`src/rtl/core/spr_pkg.sv`:
```
// ----------------------------------------------------------------------------
// spr_pkg
// Shared types and constants of the strict priority ready select block:
// field widths, operation codes and the rank compare result.
// ----------------------------------------------------------------------------
`default_nettype none

package spr_pkg;

    // fixed field widths of the item and result channels
    localparam int SOCKET_W     = 6;
    localparam int CLIENT_OUT_W = 7;
    localparam int RANK_W       = 16;
    localparam int MASK_W       = 64;

    // operation codes carried by an input item
    localparam logic OP_WRITE = 1'b0;
    localparam logic OP_SCAN  = 1'b1;

    // result of the shared rank comparator
    typedef struct packed {
        logic greater;
        logic equal;
    } rank_cmp_t;

endpackage

`default_nettype wire

```
`src/rtl/core/spr_ram.sv`:
```
// ----------------------------------------------------------------------------
// spr_ram
// Generic single write port, single read port RAM with registered read data.
// ----------------------------------------------------------------------------
`default_nettype none

module spr_ram #(
    parameter int WIDTH = 23,
    parameter int DEPTH = 64
) (
    input  wire logic                     aclk,
    input  wire logic                     wr_en,
    input  wire logic [$clog2(DEPTH)-1:0] wr_addr,
    input  wire logic [WIDTH-1:0]         wr_data,
    input  wire logic [$clog2(DEPTH)-1:0] rd_addr,
    output logic      [WIDTH-1:0]         rd_data
);

    logic [WIDTH-1:0] mem [DEPTH];

    // write port and registered read port
    always_ff @(posedge aclk) begin
        if (wr_en) begin
            mem[wr_addr] <= wr_data;
        end
        rd_data <= mem[rd_addr];
    end

endmodule

`default_nettype wire

```
`src/rtl/core/spr_rank_cmp.sv`:
```
// ----------------------------------------------------------------------------
// spr_rank_cmp
// Shared signed rank comparator, used by both the search pass and the
// emit pass of a scan.
// ----------------------------------------------------------------------------
`default_nettype none

module spr_rank_cmp (
    input  wire logic signed [spr_pkg::RANK_W-1:0] rank,
    input  wire logic signed [spr_pkg::RANK_W-1:0] best,
    output spr_pkg::rank_cmp_t                     res
);

    // one signed compare, greater and equal flags
    always_comb begin
        res.greater = (rank > best);
        res.equal   = (rank == best);
    end

endmodule

`default_nettype wire

```
`src/rtl/core/spr_scan_seq.sv`:
```
// ----------------------------------------------------------------------------
// spr_scan_seq
// Scan sequencer: walks the socket table once to find the greatest ready
// rank (strict mode only) and count the selected sockets, then walks it
// again and emits each selected client through a registered output stage.
// ----------------------------------------------------------------------------
`default_nettype none

module spr_scan_seq #(
    parameter int SOCKET_COUNT      = 64,
    parameter int CLIENT_INDEX_BITS = 7
) (
    input  wire logic                                  aclk,
    input  wire logic                                  aresetn,
    input  wire logic                                  strict_mode,
    // input item handshake
    input  wire logic                                  s_valid,
    input  wire logic                                  s_operation,
    input  wire logic [spr_pkg::MASK_W-1:0]            s_ready_mask,
    output logic                                       s_ready,
    // table read port
    output logic [$clog2(SOCKET_COUNT)-1:0]            rd_addr,
    input  wire logic [CLIENT_INDEX_BITS-1:0]          rd_client,
    input  wire logic signed [spr_pkg::RANK_W-1:0]     rd_rank,
    // result item channel
    output logic                                       m_valid,
    input  wire logic                                  m_ready,
    output logic [spr_pkg::CLIENT_OUT_W-1:0]           m_ready_client,
    output logic                                       m_present,
    output logic                                       m_last_of_run
);

    localparam int IDX_W = $clog2(SOCKET_COUNT);
    localparam int CNT_W = $clog2(SOCKET_COUNT + 1);
    localparam logic [IDX_W-1:0] LAST_IDX = IDX_W'(SOCKET_COUNT - 1);

    typedef enum logic [1:0] {
        S_IDLE,
        S_FIND,
        S_EMIT,
        S_EMPTY
    } state_t;

    state_t                             state_reg, state_next;
    logic [IDX_W-1:0]                   idx_reg, idx_next;
    logic [SOCKET_COUNT-1:0]            ready_reg, ready_next;
    logic signed [spr_pkg::RANK_W-1:0]  best_reg, best_next;
    logic                               have_reg, have_next;
    logic [CNT_W-1:0]                   sel_cnt_reg, sel_cnt_next;
    logic [CNT_W-1:0]                   emit_cnt_reg, emit_cnt_next;
    logic                               m_valid_reg, m_valid_next;
    logic [spr_pkg::CLIENT_OUT_W-1:0]   m_client_reg, m_client_next;
    logic                               m_present_reg, m_present_next;
    logic                               m_last_reg, m_last_next;

    spr_pkg::rank_cmp_t                 cmp;
    logic [SOCKET_COUNT-1:0]            mask_in;
    logic                               out_free;
    logic                               sel;
    logic                               is_last;

    // shared rank comparator
    spr_rank_cmp u_cmp (
        .rank (rd_rank),
        .best (best_reg),
        .res  (cmp)
    );

    // ready bits beyond the socket count are dropped
    assign mask_in  = s_ready_mask[SOCKET_COUNT-1:0];
    assign out_free = !m_valid_reg || m_ready;
    assign sel      = ready_reg[idx_reg] && (!strict_mode || cmp.equal);
    assign is_last  = (CNT_W'(emit_cnt_reg + CNT_W'(1)) == sel_cnt_reg);

    // next state and datapath control
    always_comb begin
        state_next     = state_reg;
        idx_next       = idx_reg;
        ready_next     = ready_reg;
        best_next      = best_reg;
        have_next      = have_reg;
        sel_cnt_next   = sel_cnt_reg;
        emit_cnt_next  = emit_cnt_reg;
        m_valid_next   = m_valid_reg && !m_ready;
        m_client_next  = m_client_reg;
        m_present_next = m_present_reg;
        m_last_next    = m_last_reg;

        case (state_reg)
            S_IDLE: begin
                idx_next = '0;
                if (s_valid && (s_operation == spr_pkg::OP_SCAN)) begin
                    ready_next    = mask_in;
                    have_next     = 1'b0;
                    sel_cnt_next  = '0;
                    emit_cnt_next = '0;
                    state_next    = (mask_in == '0) ? S_EMPTY : S_FIND;
                end
            end
            // search pass: greatest ready rank and number of selected sockets
            S_FIND: begin
                if (ready_reg[idx_reg]) begin
                    if (!strict_mode) begin
                        sel_cnt_next = CNT_W'(sel_cnt_reg + CNT_W'(1));
                    end else if (!have_reg || cmp.greater) begin
                        best_next    = rd_rank;
                        have_next    = 1'b1;
                        sel_cnt_next = CNT_W'(1);
                    end else if (cmp.equal) begin
                        sel_cnt_next = CNT_W'(sel_cnt_reg + CNT_W'(1));
                    end
                end
                if (idx_reg == LAST_IDX) begin
                    idx_next   = '0;
                    state_next = S_EMIT;
                end else begin
                    idx_next = IDX_W'(idx_reg + IDX_W'(1));
                end
            end
            // emit pass: one selected socket per cycle, holds on a full output
            S_EMIT: begin
                if (sel) begin
                    if (out_free) begin
                        m_valid_next   = 1'b1;
                        m_client_next  = spr_pkg::CLIENT_OUT_W'(rd_client);
                        m_present_next = 1'b1;
                        m_last_next    = is_last;
                        emit_cnt_next  = CNT_W'(emit_cnt_reg + CNT_W'(1));
                        if (is_last || (idx_reg == LAST_IDX)) begin
                            state_next = S_IDLE;
                        end else begin
                            idx_next = IDX_W'(idx_reg + IDX_W'(1));
                        end
                    end
                end else if (idx_reg == LAST_IDX) begin
                    state_next = S_IDLE;
                end else begin
                    idx_next = IDX_W'(idx_reg + IDX_W'(1));
                end
            end
            // empty mask: one result with present clear
            S_EMPTY: begin
                if (out_free) begin
                    m_valid_next   = 1'b1;
                    m_client_next  = '0;
                    m_present_next = 1'b0;
                    m_last_next    = 1'b1;
                    state_next     = S_IDLE;
                end
            end
            default: begin
                state_next = S_IDLE;
            end
        endcase
    end

    // state and registered outputs
    always_ff @(posedge aclk) begin
        idx_reg       <= idx_next;
        ready_reg     <= ready_next;
        best_reg      <= best_next;
        have_reg      <= have_next;
        sel_cnt_reg   <= sel_cnt_next;
        emit_cnt_reg  <= emit_cnt_next;
        m_client_reg  <= m_client_next;
        m_present_reg <= m_present_next;
        m_last_reg    <= m_last_next;
        if (!aresetn) begin
            state_reg   <= S_IDLE;
            m_valid_reg <= 1'b0;
        end else begin
            state_reg   <= state_next;
            m_valid_reg <= m_valid_next;
        end
    end

    // read address follows the next index so data lines up with idx_reg
    assign rd_addr        = idx_next;
    assign s_ready        = (state_reg == S_IDLE);
    assign m_valid        = m_valid_reg;
    assign m_ready_client = m_client_reg;
    assign m_present      = m_present_reg;
    assign m_last_of_run  = m_last_reg;

endmodule

`default_nettype wire

```
`src/rtl/core/strict_priority_ready_select.sv`:
```
// Write item: accepted while idle, no result.
// Scan item: a rank search pass over the table through the RAM read port,
// then an emit pass that returns the selected clients and holds while the
// output is stalled; no new item is accepted until the emit pass is over.
// Empty scan: a single result with present clear, from the S_EMPTY state.
// Reset: synchronous active low; strict_mode returns to 1, table undefined.
// ----------------------------------------------------------------------------
// strict_priority_ready_select
// Socket table of client index and rank, with scans of a ready mask that
// return the clients of the highest ranked (or all) ready sockets in order.
// ----------------------------------------------------------------------------
`default_nettype none

module strict_priority_ready_select #(
    parameter int SOCKET_COUNT      = 64,
    parameter int CLIENT_INDEX_BITS = 7
) (
    input  wire logic                                 aclk,
    input  wire logic                                 aresetn,
    // configuration write channel
    input  wire logic                                 cfg_valid,
    output logic                                      cfg_ready,
    input  wire logic                                 cfg_data,
    // input item channel
    input  wire logic                                 s_valid,
    output logic                                      s_ready,
    input  wire logic                                 s_operation,
    input  wire logic [spr_pkg::SOCKET_W-1:0]         s_socket,
    input  wire logic [spr_pkg::CLIENT_OUT_W-1:0]     s_client_number,
    input  wire logic signed [spr_pkg::RANK_W-1:0]    s_client_rank,
    input  wire logic [spr_pkg::MASK_W-1:0]           s_ready_mask,
    // result item channel
    output logic                                      m_valid,
    input  wire logic                                 m_ready,
    output logic [spr_pkg::CLIENT_OUT_W-1:0]          m_ready_client,
    output logic                                      m_present,
    output logic                                      m_last_of_run
);

    localparam int IDX_W  = $clog2(SOCKET_COUNT);
    localparam int WORD_W = CLIENT_INDEX_BITS + spr_pkg::RANK_W;

    logic                                strict_mode_reg;
    logic                                wr_en;
    logic [IDX_W-1:0]                    rd_addr;
    logic [WORD_W-1:0]                   wr_word;
    logic [WORD_W-1:0]                   rd_word;
    logic [CLIENT_INDEX_BITS-1:0]        rd_client;
    logic signed [spr_pkg::RANK_W-1:0]   rd_rank;

    // mode register, always ready for a write
    assign cfg_ready = 1'b1;

    always_ff @(posedge aclk) begin
        if (!aresetn) begin
            strict_mode_reg <= 1'b1;
        end else if (cfg_valid) begin
            strict_mode_reg <= cfg_data;
        end
    end

    // table write on an accepted write item for a socket in range
    assign wr_en = s_valid && s_ready && (s_operation == spr_pkg::OP_WRITE)
                   && ({1'b0, s_socket} < (spr_pkg::SOCKET_W + 1)'(SOCKET_COUNT));
    assign wr_word = {CLIENT_INDEX_BITS'(s_client_number), s_client_rank};

    spr_ram #(
        .WIDTH (WORD_W),
        .DEPTH (SOCKET_COUNT)
    ) u_table (
        .aclk    (aclk),
        .wr_en   (wr_en),
        .wr_addr (s_socket[IDX_W-1:0]),
        .wr_data (wr_word),
        .rd_addr (rd_addr),
        .rd_data (rd_word)
    );

    assign rd_client = rd_word[WORD_W-1:spr_pkg::RANK_W];
    assign rd_rank   = rd_word[spr_pkg::RANK_W-1:0];

    // scan sequencer and output stage
    spr_scan_seq #(
        .SOCKET_COUNT      (SOCKET_COUNT),
        .CLIENT_INDEX_BITS (CLIENT_INDEX_BITS)
    ) u_seq (
        .aclk           (aclk),
        .aresetn        (aresetn),
        .strict_mode    (strict_mode_reg),
        .s_valid        (s_valid),
        .s_operation    (s_operation),
        .s_ready_mask   (s_ready_mask),
        .s_ready        (s_ready),
        .rd_addr        (rd_addr),
        .rd_client      (rd_client),
        .rd_rank        (rd_rank),
        .m_valid        (m_valid),
        .m_ready        (m_ready),
        .m_ready_client (m_ready_client),
        .m_present      (m_present),
        .m_last_of_run  (m_last_of_run)
    );

endmodule

`default_nettype wire

```
`config.mk`:
```
export PLATFORM = sky130hd
export DESIGN_NAME = strict_priority_ready_select
export DESIGN_NICKNAME = d
export VERILOG_FILES = /design/src/rtl/core/spr_pkg.sv /design/src/rtl/core/spr_ram.sv /design/src/rtl/core/spr_rank_cmp.sv /design/src/rtl/core/spr_scan_seq.sv /design/src/rtl/core/strict_priority_ready_select.sv
export SDC_FILE = /design/constraint.sdc
export NUM_CORES = 2
export LEC_CHECK = 0
export BUFFER_PORTS_ARGS = -buffer_cell sky130_fd_sc_hd__buf_4
export CAP_MARGIN = 20
export CORE_MARGIN = 1.5
export CORE_UTILIZATION = 45
export CTS_CLUSTER_DIAMETER = 80
export DETAILED_ROUTE_END_ITERATION = 6
export SYNTH_ARGS = -nofsm -noshare
export SYNTH_HDL_FRONTEND = slang
export SYNTH_SLANG_ARGS = --single-unit
export TNS_END_PERCENT = 1
```
`constraint.sdc`:
```
create_clock -name aclk -period 15.45 [get_ports aclk]
set_input_delay 4.635 -clock aclk [delete_from_list [all_inputs] [get_ports aclk]]
set_output_delay 4.635 -clock aclk [all_outputs]
set_load 0.05 [all_outputs]
```
==> results.toml <==
[final_layout]
design_area_um2 = 74130
largest_reg_flops = 1472
drive_above_1_share_pct = 11.72
layout.nets = 4716
syn_to_final_growth_pct = 12.92

[timing]
fin_crit_ps = 9129
tns_ps = 0
worst_pin_slew_ps = 1141
rsz0062_at_grt = "no"
hold_viol = 0
final.setup_skew_ps = 27.56
setup_viol = 0
final_max_slew_viol_count = 0
period_share_pct = 59.09
fmax_mhz = 109.5
slew_headroom_pct = 23.73

[drt]
routedWlPerCell_um = 28.09
wl_mm = 186.7
first_pass_iters = 5
via_count = 40290
drc = 0
postRouteAntennaNets = 0
vias_per_cell = 6.062
drt_iter0_drc = 4595

[setup_path]
crit_fanout = 105
cp-start-kind = "input port"
worst_ep_arrival_time_ps = 9790
critPathKind = "input port to register"
r2r_start = "u_seq.idx_reg[0]"
r2r_cells = 20
worstPathRequired_ps = 16110
endpoint_kind = "register"
r2r_end = "u_table.rd_data[18]"
rrSetupSlack_ps = 8030

[yosys]
ys_ff_latch = 1609
synth_edf_count = 1576
ys_top_cells_by_area = "edfxtp_1, mux2i_1, nand2_1, nand3_1, nand4_1"
ys_seq_area_share_pct = 73.10
yosysMostFrequentCell = "edfxtp_1"
syn_nets = 4631
synth_common_cells = "edfxtp_1, nand2_1, mux2i_1"
synthCells = 4511
synth.avg_cell_area_um2 = 14.55
ys_types = 69
synth_flop_cell = "edfxtp_1"
yosysTopAreaCellShare_pct = 72.09
synthArstFlopShare_pct = 0
syn-cell-area_um2 = 65650
ys_warn_count = 0
synth_top_area_cell = "edfxtp_1"

[cts]
cts_setup_buffers = 0
clock_latency_ps = 790
cts_max_path_buffers = 3
clk_pin_slew_worst_paths_ps = 60
cts_root_buffer = "clkbuf_16"
htreeDepth = 4
cts.sinks = 1609
cts_tree = "done"
hold_buffers = 0
cts-resized-gates = 0
cts-buffers-inserted = 167

[worst_hold_path]
hp-start = "u_table.rd_data[1]"
whs_path_depth = 0
worstHoldEndpoint = "u_seq.best_reg[1]"
min_path_type = "register to register"

[place]
gp_congestion = 0.8573
dpl.hpwl_mm = 101.2
io_buffer_count = 110
postPlaceCellArea_um2 = 68720

[power]
swShare_pct = 22.89
power_frac_comb_pct = 7.3
power_switching_uw = 2179
power_frac_seq_pct = 50.9
pwr-share-clk_pct = 41.7
power_report.internal_total_uw = 7342
total_leakage_power_uw = 0.02462
irDropWorstVdd_mv = 0.08729
powerDensity_nw_per_um2 = 128.4

[floorplan]
row_count = 139
start_util_pct = 45.53
die_x_um = 384.9
core_um2 = 144200
pin_count = 112
die_y_um = 384.9
floorplan.die_area_um2 = 148200

[global_route]
grtUsageMet3_pct = 4.493
first_global_vias = 38220
grt_pass1_wl_mm = 268.2
grtUsageMet2_pct = 38.93
grt_max_degree = 151
met1_usage_pct = 35.40
gr-total-overflow = 0
grt.busiest_layer = "met2"
grt_use_total_pct = 24.93
antenna_found_initial = 27

[status]
run_status = "completed"

[flow_run]
maxCapViolCount = 0
==> layout make-up <==
type	count	area (um^2)
timing repair buffer	213	1699
clock buffer	205	4509
sequential	1609	47990
multi-input combinational	2577	16540
antenna	8	20.02
fill	11820	70050
clock inverter	103	874.6
tap	1903	2381
inverter	28	120.1
==> layer usage <==
layer	wire [um]	vias up
met3	16370	346
met4	5788	28
met1	78340	20530
li1	-	17530
met5	200	-
met2	85980	1861
==> stage by stage <==
step / hold WS [ps] / power (uW) / utilization [%] / setup WS [ps] / instances
2_1_floorplan: 408.2 / 5370 / - / 7420 / 4511
3_3_place_gp: 436.7 / 5630 / 47.66 / 5541 / 6329
3_5_place_dp: 430.6 / 5638 / 47.67 / 5532 / 6330
4_1_cts: 456.0 / 9574 / 51.40 / 6377 / 6638
5_1_grt: 474.0 / 9793 / 51.40 / 6141 / 6638
6_report: 457.2 / 9521 / 51.41 / 6321 / 6646
==> layout by cell type, fill, tap and decap left out, types with 9 or more instances in the layout <==
cell type / netlist / final
nor4_1: 18 / 17
clkbuf_1: 187 / 26
or4_1: 23 / 23
dfxtp_1: 33 / 32
clkinv_1: 1 / 40
a221oi_1: 27 / 27
nand4_1: 190 / 190
bufinv_16: 0 / 13
nor2_2: 0 / 54
nor2b_1: 9 / 9
ha_1: 20 / 20
a32oi_1: 26 / 26
a32o_1: 45 / 44
and2_0: 25 / 25
a311oi_1: 46 / 46
a211o_1: 44 / 44
xnor2_1: 11 / 11
nand2_1: 793 / 792
and3_1: 42 / 39
buf_4: 19 / 205
a22oi_1: 9 / 9
a31oi_1: 51 / 51
and2_1: 83 / 83
nor2_1: 97 / 35
clkinv_2: 0 / 36
clkbuf_16: 0 / 173
mux2i_1: 467 / 467
a211oi_1: 98 / 98
inv_1: 23 / 23
edfxtp_1: 1576 / 1576
nand3_1: 333 / 333
nor3_2: 0 / 10
a21oi_1: 22 / 22
==> cells by family after synthesis <==
kind of cell	share of synthesized area, %
XOR/XNOR	0.3888
flip-flops	73.10
AO/OA/AOI/OAI	5.030
other	0.005712
adder cells (fa/ha/maj)	0.3812
multiplexers	7.138
buffers and inverters	2.175
AND/OR/NAND/NOR	11.78
==> critical path: stages <==
cell      delay (ps)
buf_4            110
nand2b_1         180
a21oi_1          170
a211oi_1          70
o211ai_1         140
o21ai_4           80
buf_4            240
a21o_4           410
inv_8            660
buf_12           500
buf_4            630
mux2i_1          240
mux2i_1          100
a32oi_1          220
nand3_1          460
or4_1            650
==> how the worst max path moves through the flow <==
stage / start / end / slack (ps) / cells after the start
finish: m_ready / u_table.rd_data[18] / 6320 / 16
global route: m_ready / u_table.rd_data[18] / 6140 / 16
CTS: m_ready / u_table.rd_data[18] / 6380 / 16
detailed placement: m_ready / u_table.rd_data[18] / 5530 / 16
global placement: m_ready / u_table.rd_data[18] / 5540 / 16
floorplan: s_socket[4] / u_table.mem[62][0] / 7420 / 3
==> power by group through the flow <==
stage                     logic, uW  clock network (uW)  registers (uW)
after floorplan                 441                   0            4930
after CTS                       697                4030            4850
final                           698                3970            4850
after detailed placement        696                   0            4940
after global placement          688                   0            4940
after global routing            750                4190            4850
(Power assumes the default switching activity.)
